<file path="src/rtl/wwatm_pkg.sv">
// Shared types, codes and helpers of the whole-word alias table match core.
package wwatm_pkg;

  localparam int ENTRIES_DEF    = 128;
  localparam int TOKEN_LEN_DEF  = 32;
  localparam int QUERY_LEN_DEF  = 256;
  localparam int TARGET_LEN_DEF = 64;

  localparam logic [7:0] SPACE = 8'h20;

  typedef enum logic [2:0] {
    KIND_KEYWORD = 3'd0,
    KIND_TARGET  = 3'd1,
    KIND_QUERY   = 3'd2,
    KIND_CLR_ORG = 3'd3,
    KIND_CLR_ALL = 3'd4
  } kind_t;

  typedef enum logic [2:0] {
    ST_ADDED   = 3'd0,
    ST_FULL    = 3'd1,
    ST_MATCH   = 3'd2,
    ST_NOMATCH = 3'd3,
    ST_CLEARED = 3'd4
  } status_t;

  typedef enum logic [4:0] {
    OP_NONE,
    OP_ACCEPT,
    OP_CL_RD,
    OP_CL_SKIP,
    OP_CL_KEEP,
    OP_CL_META,
    OP_CP_RD,
    OP_CP_WR,
    OP_CL_DONE,
    OP_RS_LD,
    OP_RS_LEN,
    OP_RS_NEXT,
    OP_RS_RD,
    OP_J_INC,
    OP_P_INC,
    OP_RS_LRD,
    OP_RS_RRD,
    OP_EM_INIT,
    OP_EM_EMPTY,
    OP_EM_RD,
    OP_EM_OUT,
    OP_RS_NONE
  } dp_op_t;

  typedef enum logic [4:0] {
    S_IDLE,
    S_CL_RD,
    S_CL_CHK,
    S_CP_RD,
    S_CP_WR,
    S_CL_DONE,
    S_RS_LD,
    S_RS_LEN,
    S_RS_SCAN,
    S_RS_CMP,
    S_RS_LCHK,
    S_RS_RCHK,
    S_EM_CHK,
    S_EM_WR,
    S_RS_NONE
  } state_t;

  typedef struct packed {
    dp_op_t op;
  } dp_cmd_t;

  typedef struct packed {
    logic i_done;
    logic keep;
    logic same;
    logic j_last;
    logic s_done;
    logic p_over;
    logic j_eq_k;
    logic eq;
    logic left_ok;
    logic right_ok;
    logic n_zero;
    logic em_last;
  } dp_stat_t;

  function automatic logic [7:0] fold(input logic [7:0] c);
    fold = (c >= 8'h41 && c <= 8'h5A) ? c + 8'd32 : c;
  endfunction

endpackage

</file>
<file path="src/rtl/wwatm_ctrl.sv">
// Controller state machine: sequences requests, clear walk, resolve walk and emit.
module wwatm_ctrl (
  input  logic               clk,
  input  logic               rst,
  input  logic               start,
  input  logic [2:0]         kind,
  input  logic               final_char,
  input  wwatm_pkg::dp_stat_t stat,
  output wwatm_pkg::dp_cmd_t  cmd,
  output logic               busy
);

  wwatm_pkg::state_t state, state_next;

  always_ff @(posedge clk) begin
    if (rst) begin
      state <= wwatm_pkg::S_IDLE;
    end else begin
      state <= state_next;
    end
  end

  always_comb begin
    state_next = state;
    cmd.op     = wwatm_pkg::OP_NONE;
    case (state)
      wwatm_pkg::S_IDLE: begin
        if (start) begin
          cmd.op = wwatm_pkg::OP_ACCEPT;
          if (kind == wwatm_pkg::KIND_QUERY && final_char) begin
            state_next = wwatm_pkg::S_RS_LD;
          end else if (kind == wwatm_pkg::KIND_CLR_ORG) begin
            state_next = wwatm_pkg::S_CL_RD;
          end
        end
      end
      wwatm_pkg::S_CL_RD: begin
        cmd.op     = wwatm_pkg::OP_CL_RD;
        state_next = stat.i_done ? wwatm_pkg::S_CL_DONE : wwatm_pkg::S_CL_CHK;
      end
      wwatm_pkg::S_CL_CHK: begin
        state_next = wwatm_pkg::S_CL_RD;
        if (!stat.keep) begin
          cmd.op = wwatm_pkg::OP_CL_SKIP;
        end else if (stat.same) begin
          cmd.op = wwatm_pkg::OP_CL_KEEP;
        end else begin
          cmd.op     = wwatm_pkg::OP_CL_META;
          state_next = wwatm_pkg::S_CP_RD;
        end
      end
      wwatm_pkg::S_CP_RD: begin
        cmd.op     = wwatm_pkg::OP_CP_RD;
        state_next = wwatm_pkg::S_CP_WR;
      end
      wwatm_pkg::S_CP_WR: begin
        cmd.op     = wwatm_pkg::OP_CP_WR;
        state_next = stat.j_last ? wwatm_pkg::S_CL_RD : wwatm_pkg::S_CP_RD;
      end
      wwatm_pkg::S_CL_DONE: begin
        cmd.op     = wwatm_pkg::OP_CL_DONE;
        state_next = wwatm_pkg::S_IDLE;
      end
      wwatm_pkg::S_RS_LD: begin
        cmd.op     = wwatm_pkg::OP_RS_LD;
        state_next = stat.s_done ? wwatm_pkg::S_RS_NONE : wwatm_pkg::S_RS_LEN;
      end
      wwatm_pkg::S_RS_LEN: begin
        cmd.op     = wwatm_pkg::OP_RS_LEN;
        state_next = wwatm_pkg::S_RS_SCAN;
      end
      wwatm_pkg::S_RS_SCAN: begin
        if (stat.j_eq_k) begin
          cmd.op     = wwatm_pkg::OP_RS_LRD;
          state_next = wwatm_pkg::S_RS_LCHK;
        end else if (stat.p_over) begin
          cmd.op     = wwatm_pkg::OP_RS_NEXT;
          state_next = wwatm_pkg::S_RS_LD;
        end else begin
          cmd.op     = wwatm_pkg::OP_RS_RD;
          state_next = wwatm_pkg::S_RS_CMP;
        end
      end
      wwatm_pkg::S_RS_CMP: begin
        cmd.op     = stat.eq ? wwatm_pkg::OP_J_INC : wwatm_pkg::OP_P_INC;
        state_next = wwatm_pkg::S_RS_SCAN;
      end
      wwatm_pkg::S_RS_LCHK: begin
        if (stat.left_ok) begin
          cmd.op     = wwatm_pkg::OP_RS_RRD;
          state_next = wwatm_pkg::S_RS_RCHK;
        end else begin
          cmd.op     = wwatm_pkg::OP_RS_NEXT;
          state_next = wwatm_pkg::S_RS_LD;
        end
      end
      wwatm_pkg::S_RS_RCHK: begin
        if (stat.right_ok) begin
          cmd.op     = wwatm_pkg::OP_EM_INIT;
          state_next = wwatm_pkg::S_EM_CHK;
        end else begin
          cmd.op     = wwatm_pkg::OP_RS_NEXT;
          state_next = wwatm_pkg::S_RS_LD;
        end
      end
      wwatm_pkg::S_EM_CHK: begin
        if (stat.n_zero) begin
          cmd.op     = wwatm_pkg::OP_EM_EMPTY;
          state_next = wwatm_pkg::S_IDLE;
        end else begin
          cmd.op     = wwatm_pkg::OP_EM_RD;
          state_next = wwatm_pkg::S_EM_WR;
        end
      end
      wwatm_pkg::S_EM_WR: begin
        cmd.op     = wwatm_pkg::OP_EM_OUT;
        state_next = stat.em_last ? wwatm_pkg::S_IDLE : wwatm_pkg::S_EM_CHK;
      end
      wwatm_pkg::S_RS_NONE: begin
        cmd.op     = wwatm_pkg::OP_RS_NONE;
        state_next = wwatm_pkg::S_IDLE;
      end
      default: begin
        state_next = wwatm_pkg::S_IDLE;
      end
    endcase
  end

  assign busy = (state != wwatm_pkg::S_IDLE);

endmodule

</file>
<file path="config.mk">
export PLATFORM = sky130hd
export DESIGN_NAME = wwatm_ctrl
export DESIGN_NICKNAME = d
export VERILOG_FILES = /design/src/rtl/wwatm_pkg.sv /design/src/rtl/wwatm_ctrl.sv
export SDC_FILE = /design/constraint.sdc
export NUM_CORES = 1
export LEC_CHECK = 0
export BUFFER_PORTS_ARGS = -buffer_cell sky130_fd_sc_hd__buf_4
export CORE_MARGIN = 8
export CORE_UTILIZATION = 48
export DETAILED_ROUTE_END_ITERATION = 8
export GPL_ROUTABILITY_DRIVEN = 0
export GPL_TIMING_DRIVEN = 0
export HOLD_SLACK_MARGIN = 0.15
export PLACE_DENSITY = 0.78
export SETUP_SLACK_MARGIN = 0.5
export SYNTH_ARGS = -nofsm -noshare
export SYNTH_HDL_FRONTEND = slang
export SYNTH_SLANG_ARGS = --single-unit
</file>
<file path="constraint.sdc">
create_clock -name clk -period 1.5 [get_ports clk]
set_input_delay 0.15 -clock clk [delete_from_list [all_inputs] [get_ports clk]]
set_output_delay 0.15 -clock clk [all_outputs]
set_load 0.01 [all_outputs]
</file>
==> metrics.csv, run 1 <==
stage;metric;value;unit
place;detailed-placement wirelength estimate;1765;um
clock_network;root buffer cell;clkbuf_4;
logic_synthesis;yosys warns;0;
die;Initial Utilization;0.5204;
logic_synthesis;#FFs+latches synth;4;
logic_synthesis;Unique masters post-synth;39;
clock_network;Sink Count;4;
clock_network;buffer count from post-CTS setup fixing;22;
status;last stage reached;clock tree synthesis;
logic_synthesis;mapped cell area;685.7;um2
logic_synthesis;post-synthesis net count;117;
logic_synthesis;Post-synth EDFFs;0;
status;Err;[ERROR DPL-0033] detailed placement checks failed during check placement.;
clock_network;cts repair resizes;35;
die;Die H;53.80;um
die;Die X-Extent;53.80;um
logic_synthesis;ys async rst share;0;
clock_network;cts bufs inserted;3;
die;IO Count;25;
place;Placed Area;948.4;um2
logic_synthesis;Seq/Total Area, Yosys;0.1168;
logic_synthesis;Mapped Cells;98;
status;status;did not finish;
logic_synthesis;top_reg_cell synth;dfxtp_1;
clock_network;Max Buffers Root-to-Sink;2;
clock_network;hold buffer count at cts;0;
die;row count;13;
place;Port Buf Inserts;24;
clock_network;H-Tree Depth;1;
logic_synthesis;syn avg cell area;6.997;um2
## logic make-up after synthesis
| kind of cell | synth area share |
|---|---|
| flip-flops | 0.1168 |
| AO/OA/AOI/OAI | 0.3358 |
| multiplexers | 0.04380 |
| buffers and inverters | 0.1095 |
| AND/OR/NAND/NOR | 0.3942 |
## metrics by stage
step	hold slack (ns)	setup WS, ns	instances
floorplan	0.2853	0.1958	98
global placement	0.4241	0.02031	137
detailed placement	0.4357	0.02560	137
## cell usage after synthesis, drive strengths merged, types with 3 or more instances
master   n  area [um2]
nor3     3       20.02
nor3b    3       22.52
a21oi    7       35.03
nand2    8       30.03
nor2     8       30.03
dfxtp    4       80.08
nand3    4       20.02
a31oi    3       18.77
buf      9       65.06
mux2i    3       30.03
nand2b   3       18.77
o21ai   10       50.04
nor2b    6       37.54
==> run 2, diff against run 1 <==
==> config.mk (replaced) <==
export PLATFORM = sky130hd
export DESIGN_NAME = wwatm_ctrl
export DESIGN_NICKNAME = d
export VERILOG_FILES = /design/src/rtl/wwatm_pkg.sv /design/src/rtl/wwatm_ctrl.sv
export SDC_FILE = /design/constraint.sdc
export NUM_CORES = 1
export LEC_CHECK = 0
export BUFFER_PORTS_ARGS = -buffer_cell sky130_fd_sc_hd__buf_4
export CORE_AREA = 8 8 69 71
export DETAILED_ROUTE_END_ITERATION = 8
export DIE_AREA = 0 0 77 79
export GPL_ROUTABILITY_DRIVEN = 0
export GPL_TIMING_DRIVEN = 0
export PLACE_DENSITY_LB_ADDON = 0.15
export SYNTH_ARGS = -nofsm -noshare
export SYNTH_HDL_FRONTEND = slang
export SYNTH_SLANG_ARGS = --single-unit
==> run 2 against run 1 <==
Net effect: the flow now finishes, with violations (setup timing); synthesized cell count unchanged; area after synthesis unchanged.
==> metrics.csv, run 2 <==
stage;metric;value;unit
setup_path;R2R cell count;6;
logic_synthesis;#FFs+latches synth;4;
logic_synthesis;post-synthesis net count;117;
die;core area;3799;um2
logic_synthesis;Unique masters post-synth;39;
status;failing checks;setup timing;
logic_synthesis;mapped cell area;685.7;um2
sta;Final period util;1.066;
die;Die ar.;6083;um2
logic_synthesis;leading area contributor after synthesis;dfxtp_1;
worst_hold_path;Hold Path Class;in -> reg;
setup_path;cells along the critical path;buf_6 > buf_8 > nor3_2 > o32a_1 > mux2i_1 > buf_4;
cells_and_area;Largest register FFs;4;
power_and_ir_drop;total power;0.5469;mW
sta;RSZ-0062 raised after global routing;yes;
power_and_ir_drop;Pwr Density;417.1;nW/um2
logic_synthesis;post-synthesis simple-gate area fraction;0.3942;
cells_and_area;Regs by FF count;state (4);
logic_synthesis;mux contribution to synthesized area;0.04380;
logic_synthesis;ys async rst share;0;
grt;vias in the first global route;952;
clock_network;H-Tree Depth;1;
drt;Pre-Repair DR Iteration Count;4;
cells_and_area;Total Nets Final;165;
sta;Slew headroom;0.6633;
sta;Fin Clk Skew;0.004044;ns
logic_synthesis;Synth Area in XOR/XNOR;0;
die;Initial Utilization;0.1805;
sta;Fin. Hold Viols;0;
power_and_ir_drop;peak supply drop;0.0001618;V
place;Placed Area;928.4;um2
drt;DRT iter0 DRCs;43;
die;Die H;79;um
clock_network;CTS tree;yes;
cells_and_area;commonest non-fill, non-tap cell in the layout;buf_4;
drt;DRC;0;
drt;final wirelength;3081;um
sta;Hold Slack;0.2091;ns
sta;Tmin final;1.599;ns
clock_network;cts bufs inserted;3;
drt;DR vias/cell;4.835;
cells_and_area;most frequent cells in the layout;buf_4 (37), buf_6 (11), nor2_1 (8);
clock_network;worst skew pair latency;0.22;ns
cells_and_area;Biggest register;state;
logic_synthesis;Synth Area in Compound Gates;0.3358;
sta;final setup fails;3;
logic_synthesis;Synth area leaders;dfxtp_1 (12%), nor2b_1 (5.5%), a21oi_1 (5.1%);
status;status;finished with violations;
job;Max-Cap Viols;0;
grt;GRT Util Overall;0.09760;
clock_network;Sink Count;4;
worst_hold_path;Hold Path Depth;4;
cells_and_area;fillers;415;
setup_path;slowest stage cell, crit path;dfxtp_4;
setup_path;CP delay by family, top;buffers and inverters;
cells_and_area;layout cells sized above 1;0.5486;
logic_synthesis;Seq/Total Area, Yosys;0.1168;
drt;detailed-route via count;938;
drt;drt wl/cell;15.88;um
setup_path;arrival time of the worst setup path;1.45;ns
power_and_ir_drop;P_leak;0.5499;nW
grt;pin count of the biggest net entering global routing;11;
logic_synthesis;post-synth top area share;0.1168;
sta;Slew @ Worst Pin;0.4982;ns
setup_path;worst path bufs/invs;3;
grt;first-pass GRT wire length;4774;um
drt;post-route ant nets;0;
die;row count;23;
die;IO Count;25;
clock_network;hold buffer count at cts;0;
place;detailed-placement wirelength estimate;2080;um
cells_and_area;Area Growth Syn to Fin;91.24;%
setup_path;critical path data required time;1.35;ns
logic_synthesis;yosys warns;0;
sta;Final Worst Setup Slack;-0.09925;ns
logic_synthesis;Adder-Cell Fraction of Synth Area;0;
logic_synthesis;Mapped Cells;98;
clock_network;clock-pin transition on the worst setup and hold timing paths;0.03;ns
setup_path;kind of critical path;reg -> out;
cells_and_area;post-route cell area;1311;um2
clock_network;Max Buffers Root-to-Sink;2;
clock_network;root buffer cell;clkbuf_8;
setup_path;Worst path depth;6;
logic_synthesis;most frequent cells after synthesis;nand2_1 (8), nor2_1 (8), a21oi_1 (7), o21ai_1 (7), nor2b_1 (6);
place;Port Buf Inserts;24;
logic_synthesis;top_reg_cell synth;dfxtp_1;
setup_path;CP Launch Type;flop;
grt;initial antenna violation count;0;
sta;Final Max Tran Viols;0;
sta;final setup TNS;-0.2020;ns
setup_path;element type at the critical path end;primary output;
setup_path;worst stage delay on the critical path;0.36;ns
sta;max frequency;625.3;MHz
die;Die X-Extent;77;um
logic_synthesis;largest family of logic cells by synthesized area;simple AND/OR/NAND/NOR gates;
logic_synthesis;syn avg cell area;6.997;um2
grt;grt ovf;0;
cells_and_area;n_diodes;0;
logic_synthesis;Post-synth EDFFs;0;
setup_path;largest fanout on the critical path;8;
-- run 2: routing by layer --
layer  share of wire  vias to the layer above  GRT usage
met5               0                        -          0
met3           0.054                        7    0.02596
met1            0.43                      440     0.1112
met2            0.50                       29     0.1682
met4           0.018                        0    0.04340
li1                -                      462          -
-- run 2: worst reg2reg max path, stage by stage, from the launching register on --
cell and delay, ns:
dfxtp_4 0.35, buf_6 0.14, buf_4 0.15, nor3b_1 0.32
nand3_1 0.12, o211a_1 0.14, a21oi_1 0.13
-- run 2: layout make-up --
type / count / area [um2] / area share
timing repair buffer: 44 / 350.3 / 0.2672
tap: 50 / 62.56 / 0.04771
inverter: 2 / 15.01 / 0.01145
buffer: 8 / 101.3 / 0.07729
sequential: 4 / 88.84 / 0.06775
clock buffer: 3 / 41.29 / 0.03149
multi-input combinational: 83 / 651.9 / 0.4971
-- run 2: power by group --
group          switching (mW)  internal [mW]  leakage (nW)
clock network          0.0629          0.172        0.0216
registers             0.00351          0.108        0.0344
logic                  0.0893          0.112         0.494
-- run 2: path summary, 6_finish.rpt --
path | startpoint | end | slack [ns]
hold / removal | rst | state[0]$_SDFFE_PP0P_ | 0.21
setup reg to reg | state[0]$_SDFFE_PP0P_ | state[2]$_SDFFE_PP0P_ | 0.08
hold reg to reg | state[1]$_SDFFE_PP0P_ | state[0]$_SDFFE_PP0P_ | 0.74
setup / recovery | state[0]$_SDFFE_PP0P_ | cmd[0] | -0.1
-- run 2: cells by family (layout without fill, tap and decap cells) --
family	after synthesis	count (layout)
and+or+nand+nor	46	46
buffers and inverters	11	57
DFF	4	4
AOI/OAI and AO/OA	34	34
muxes	3	3
-- run 2: metrics by stage --
| stage | cells | worst slack [ns] | utilization |
|---|---|---|---|
| after floorplan | 98 | 0.1270 | - |
| after global placement | 172 | -0.1455 | 0.2444 |
| after detailed placement | 172 | -0.1417 | 0.2444 |
| after CTS | 193 | -0.1044 | 0.3136 |
| after global routing | 194 | -0.1635 | 0.3452 |
| final | 194 | -0.09925 | 0.3452 |
-- run 2: repair_timing --
action / CTS / global route
resized for setup: 31 / 24
setup endpoints to repair: 5 / 10
pin swaps: 5 / 8
gates cloned: 1 / 0
buffers inserted: 17 / 2
(Power assumes the default switching activity.)
==> run 3, diff against run 2 <==
--- a/config.mk
+++ b/config.mk
@@ -11,7 +11,6 @@
 export DIE_AREA = 0 0 77 79
 export GPL_ROUTABILITY_DRIVEN = 0
 export GPL_TIMING_DRIVEN = 0
-export PLACE_DENSITY_LB_ADDON = 0.15
 export SYNTH_ARGS = -nofsm -noshare
 export SYNTH_HDL_FRONTEND = slang
 export SYNTH_SLANG_ARGS = --single-unit
==> run 3 against run 2 <==
Net effect: final area shrank 5.8%; sequential power is essentially flat; clock power is 2% lower; largest cell class unchanged; the run still ends with setup timing left; hold slack improved by 0.019 ns; final cell count shrank 1.5%; combinational power is 6% lower; clock skew fell by 0.0037 ns; routed wire length decreased by 7.2%.
==> metrics.csv, run 3 (synthesized netlist as in run 2, its figures left out) <==
stage;metric;value;unit
cells_and_area;Total Nets Final;162;
cells_and_area;Layout Utilization;0.3251;
drt;DR vias/cell;4.869;
power_and_ir_drop;P_leak;0.5253;nW
die;IO Count;25;
cells_and_area;commonest non-fill, non-tap cell in the layout;buf_4;
grt;GRT Util Overall;0.09571;
sta;Tmin final;1.596;ns
die;row count;23;
cells_and_area;most frequent cells in the layout;buf_4 (39), nor2_1 (8), buf_6 (7);
setup_path;R2R Path End;state[2]$_SDFFE_PP0P_;
sta;RSZ-0062 raised after global routing;yes;
setup_path;CP Launch Type;flop;
grt;grt ovf;0;
power_and_ir_drop;total power;0.5311;mW
setup_path;arrival time of the worst setup path;1.45;ns
clock_network;cts bufs inserted;3;
clock_network;Max Buffers Root-to-Sink;2;
cells_and_area;n_diodes;0;
place;Setup WS pre-CTS;-0.09675;ns
grt;grt met1 use;0.1177;
setup_path;Worst R2R Start;state[2]$_SDFFE_PP0P_;
place;Port Buf Inserts;24;
cells_and_area;Regs by FF count;state (4);
place;detailed-placement wirelength estimate;1861;um
setup_path;R2R cell count;5;
worst_hold_path;HP Start;rst;
sta;Hold Slack;0.2283;ns
setup_path;Reg2Reg Setup Slack;0.06;ns
grt;first-pass GRT wire length;4698;um
setup_path;element type at the critical path end;primary output;
setup_path;largest fanout on the critical path;8;
grt;met2 Use GR;0.1546;
worst_hold_path;Hold Path Depth;4;
drt;Pre-Repair DR Iteration Count;4;
sta;final setup fails;3;
worst_hold_path;Hold EP;state[0]$_SDFFE_PP0P_;
clock_network;clock-pin transition on the worst setup and hold timing paths;0.03;ns
drt;post-route ant nets;0;
clock_network;hold buffer count at cts;0;
drt;drt wl/cell;14.97;um
job;Max-Cap Viols;0;
sta;Slew headroom;0.7410;
die;Die H;79;um
die;Initial Utilization;0.1805;
drt;DRT iter0 DRCs;37;
sta;Slew @ Worst Pin;0.3833;ns
grt;vias in the first global route;960;
worst_hold_path;Hold Path Class;in -> reg;
grt;grt peak-use layer;met2;
setup_path;critical path data required time;1.35;ns
clock_network;root buffer cell;clkbuf_8;
power_and_ir_drop;peak supply drop;0.0001904;V
sta;Final Worst Setup Slack;-0.09583;ns
sta;Final period util;1.064;
status;status;finished with violations;
drt;detailed-route via count;930;
cells_and_area;Biggest register;state;
status;failing checks;setup timing;
sta;Final Max Tran Viols;0;
clock_network;Sink Count;4;
setup_path;kind of critical path;reg -> out;
clock_network;H-Tree Depth;1;
sta;Fin Clk Skew;0.0003738;ns
cells_and_area;Area Growth Syn to Fin;80.11;%
drt;final wirelength;2860;um
die;core area;3799;um2
clock_network;worst skew pair latency;0.22;ns
drt;DRC;0;
cells_and_area;layout cells sized above 1;0.5177;
grt;pin count of the biggest net entering global routing;11;
grt;met3 GRT Util;0.01806;
grt;initial antenna violation count;0;
sta;Fin. Hold Viols;0;
die;Die X-Extent;77;um
power_and_ir_drop;Pwr Density;430.0;nW/um2
sta;max frequency;626.6;MHz
clock_network;CTS tree;yes;
cells_and_area;Largest register FFs;4;
die;Die ar.;6083;um2
[run 3: cell types whose count changed in the layout (fill, tap and decap cells not counted), sizes merged]
cell	previous run	this run
buf	52	49
[run 3: timing repair]
action,CTS,global route
setup endpoints to repair,5,8
endpoints found under the hold margin,0,0
buffers inserted,15,1
pin swaps,6,3
resized for setup,34,9
[run 3: worst max path at each step]
stage                     depth (start not counted)                   from  slack [ns]      to
after floorplan                                   5  state[0]$_SDFFE_PP0P_        0.13  cmd[0]
after global placement                            6  state[0]$_SDFFE_PP0P_       -0.09  cmd[0]
after detailed placement                          6  state[0]$_SDFFE_PP0P_        -0.1  cmd[0]
after CTS                                         6  state[0]$_SDFFE_PP0P_       -0.09  cmd[0]
after global routing                              6  state[0]$_SDFFE_PP0P_       -0.15  cmd[0]
final                                             6  state[0]$_SDFFE_PP0P_        -0.1  cmd[1]
[run 3: area by class of cell]
class	count	area [um2]
fill	424	2564
multi-input combinational	83	611.8
timing repair buffer	40	307.8
buffer	9	108.9
sequential	4	87.58
tap	50	62.56
clock buffer	3	41.29
inverter	2	15.01
[run 3: per-layer routing]
metal,vias up,routed length (um)
met5,-,0
met4,0,46
li1,458,-
met3,4,153
met2,28,1368
met1,440,1292
[run 3: power breakdown]
| part | internal (mW) | switching (mW) | leakage [nW] | total, mW |
|---|---|---|---|---|
| logic | 0.107 | 0.0829 | 0.470 | 0.189 |
| registers | 0.108 | 0.00384 | 0.0339 | 0.112 |
| clock network | 0.171 | 0.0588 | 0.0216 | 0.230 |
[run 3: critical path: stages, from the launching register on]
cell	delay [ns]
dfxtp_4	0.35
buf_6	0.14
buf_8	0.13
o21ai_2	0.13
a21oi_1	0.07
a221o_1	0.28
buf_6	0.13
[run 3: stage by stage]
stage	instances	TNS [ns]	cell area, um2
after CTS	190	-0.2174	1191
final	191	-0.2291	1235
after detailed placement	172	-0.1648	928.4
after global routing	191	-0.4328	1235
after floorplan	98	0	685.7
after global placement	172	-0.1897	928.4
==> run 4, diff against run 3 <==
--- a/config.mk
+++ b/config.mk
@@ -6,11 +6,13 @@
 export NUM_CORES = 1
 export LEC_CHECK = 0
 export BUFFER_PORTS_ARGS = -buffer_cell sky130_fd_sc_hd__buf_4
+export CAP_MARGIN = 20
 export CORE_AREA = 8 8 69 71
 export DETAILED_ROUTE_END_ITERATION = 8
 export DIE_AREA = 0 0 77 79
 export GPL_ROUTABILITY_DRIVEN = 0
 export GPL_TIMING_DRIVEN = 0
+export RECOVER_POWER = 50
 export SYNTH_ARGS = -nofsm -noshare
 export SYNTH_HDL_FRONTEND = slang
 export SYNTH_SLANG_ARGS = --single-unit
==> run 4 against run 3 <==
Net effect: the flow still finishes with violations (setup timing); global-route usage unchanged; worst setup slack improved by 0.0012 ns; via count is 0.86% higher; highest routed layer unchanged.
==> metrics.csv, run 4 (synthesized netlist as in run 2, its figures left out) <==
stage;metric;value;unit
status;status;finished with violations;
status;failing checks;setup timing;
grt;initial antenna violation count;0;
clock_network;clock-pin transition on the worst setup and hold timing paths;0.03;ns
setup_path;largest fanout on the critical path;8;
sta;Fin Clk Skew;0.0005032;ns
setup_path;arrival time of the worst setup path;1.44;ns
sta;Slew headroom;0.7327;
cells_and_area;Cell Count, Final, Fillers Out;191;
setup_path;element type at the critical path end;primary output;
die;Initial Utilization;0.1805;
power_and_ir_drop;Pwr Density;430.4;nW/um2
sta;Final Max Tran Viols;0;
worst_hold_path;Hold Path Depth;3;
clock_network;Max Buffers Root-to-Sink;2;
cells_and_area;fillers;424;
place;Setup WS pre-CTS;-0.09675;ns
grt;first-pass GRT wire length;4698;um
clock_network;cts bufs inserted;3;
sta;final setup fails;4;
die;core area;3799;um2
sta;Final Worst Setup Slack;-0.09467;ns
worst_hold_path;Hold Path Class;in -> reg;
setup_path;Reg2Reg Setup Slack;0.01;ns
drt;DRC;0;
cells_and_area;layout cells sized above 1;0.5106;
grt;GRT Util Overall;0.09571;
setup_path;Worst path most repeated cell;buf_6;
drt;drt wl/cell;14.88;um
cells_and_area;most frequent cells in the layout;buf_4 (39), nor2_1 (8), buf_6 (7);
drt;DRT iter0 DRCs;32;
setup_path;Worst R2R Start;state[3]$_SDFFE_PP0P_;
setup_path;kind of critical path;reg -> out;
die;Die ar.;6083;um2
sta;RSZ-0062 raised after global routing;yes;
cells_and_area;Total Nets Final;162;
sta;Slew @ Worst Pin;0.3956;ns
cells_and_area;Biggest register;state;
sta;max frequency;627.1;MHz
job;Max-Cap Viols;0;
power_and_ir_drop;peak supply drop;0.0001891;V
die;Die H;79;um
drt;final wirelength;2843;um
drt;Pre-Repair DR Iteration Count;4;
power_and_ir_drop;P_leak;0.5242;nW
sta;Tmin final;1.595;ns
drt;post-route ant nets;0;
cells_and_area;commonest non-fill, non-tap cell in the layout;buf_4;
die;row count;23;
worst_hold_path;HP Start;stat[11];
clock_network;CTS tree;yes;
clock_network;root buffer cell;clkbuf_8;
setup_path;R2R Path End;state[0]$_SDFFE_PP0P_;
setup_path;worst path bufs/invs;3;
cells_and_area;Regs by FF count;state (4);
sta;Fin. Hold Viols;0;
setup_path;CP Launch Type;flop;
cells_and_area;Area Growth Syn to Fin;79.20;%
die;Die X-Extent;77;um
setup_path;slowest stage cell, crit path;dfxtp_4;
setup_path;CP delay by family, top;compound AO/OA/AOI/OAI gates;
worst_hold_path;Hold EP;state[0]$_SDFFE_PP0P_;
setup_path;cells along the critical path;buf_6 > buf_8 > o21ai_2 > a21oi_1 > a221o_1 > buf_6;
setup_path;critical path data required time;1.35;ns
place;Port Buf Inserts;24;
place;dpl cells;172;
place;detailed-placement wirelength estimate;1861;um
grt;vias in the first global route;960;
cells_and_area;Layout Utilization;0.3235;
clock_network;worst skew pair latency;0.22;ns
clock_network;H-Tree Depth;1;
setup_path;worst stage delay on the critical path;0.35;ns
drt;DR vias/cell;4.911;
setup_path;worst setup path start;state[0]$_SDFFE_PP0P_;
die;IO Count;25;
grt;grt ovf;0;
grt;pin count of the biggest net entering global routing;11;
drt;detailed-route via count;938;
cells_and_area;n_diodes;0;
sta;Final period util;1.063;
clock_network;Sink Count;4;
cells_and_area;Largest register FFs;4;
setup_path;R2R cell count;6;
==> run 4: cell count changes in the layout (fill, tap and decap cells not counted) <==
cell / delta
a311oi_1: +1
a311oi_2: -1
==> run 4: metal layers <==
layer  share of wire  up-vias  track usage  routed length [um]
met5               0        -            0                   0
met4           0.015        0      0.05283                  43
met3           0.062        4      0.01806                 176
met2            0.47       38       0.1546                1345
met1            0.45      439       0.1177                1278
li1                -      457            -                   -
==> run 4: metrics by stage <==
| stage | total power [mW] | setup TNS (ns) | instance area, um2 | hold slack [ns] |
|---|---|---|---|---|
| 3_3_place_gp | 0.2640 | -0.1897 | 928.4 | 0.4446 |
| 4_1_cts | 0.5285 | -0.2174 | 1191 | 0.2048 |
| 5_1_grt | 0.5597 | -0.5261 | 1229 | 0.2390 |
| 3_5_place_dp | 0.2649 | -0.1648 | 928.4 | 0.4441 |
| 2_1_floorplan | 0.1918 | 0 | 685.7 | 0.2914 |
| 6_report | 0.5288 | -0.2276 | 1229 | 0.2318 |
==> run 4: final cells by class <==
type	instances	area [um2]	area share
plain buffers	9	108.9	0.08859
clock buffers	3	41.29	0.03360
inverters	2	15.01	0.01222
repair buffers	40	307.8	0.2505
flip-flops and latches	4	87.58	0.07128
well taps	50	62.56	0.05092
multi-input cells	83	605.6	0.4929
==> run 4: worst max-delay path by stage <==
stage | end | depth (start not counted)
after floorplan | cmd[0] | 5
after global placement | cmd[0] | 6
after detailed placement | cmd[0] | 6
after CTS | cmd[0] | 6
after global routing | cmd[0] | 6
final | cmd[1] | 6
==> run 4: worst min-delay path: cells and delay by family <==
kind,cells,cell delay [ns]
AOI/OAI and AO/OA,1,0.06
buffers and inverters,1,0.12
and+or+nand+nor,1,0.08
==> run 4: power breakdown <==
group,switching [mW],internal (mW)
registers,0.00381,0.108
clock network,0.0578,0.171
logic,0.0822,0.106
==> run 4: repair_timing <==
action,in CTS,in global routing
endpoints found under the setup margin,5,8
pin swaps,6,3
hold buffers,0,0
resized for setup,34,9
gates cloned,0,0
setup buffers,15,1
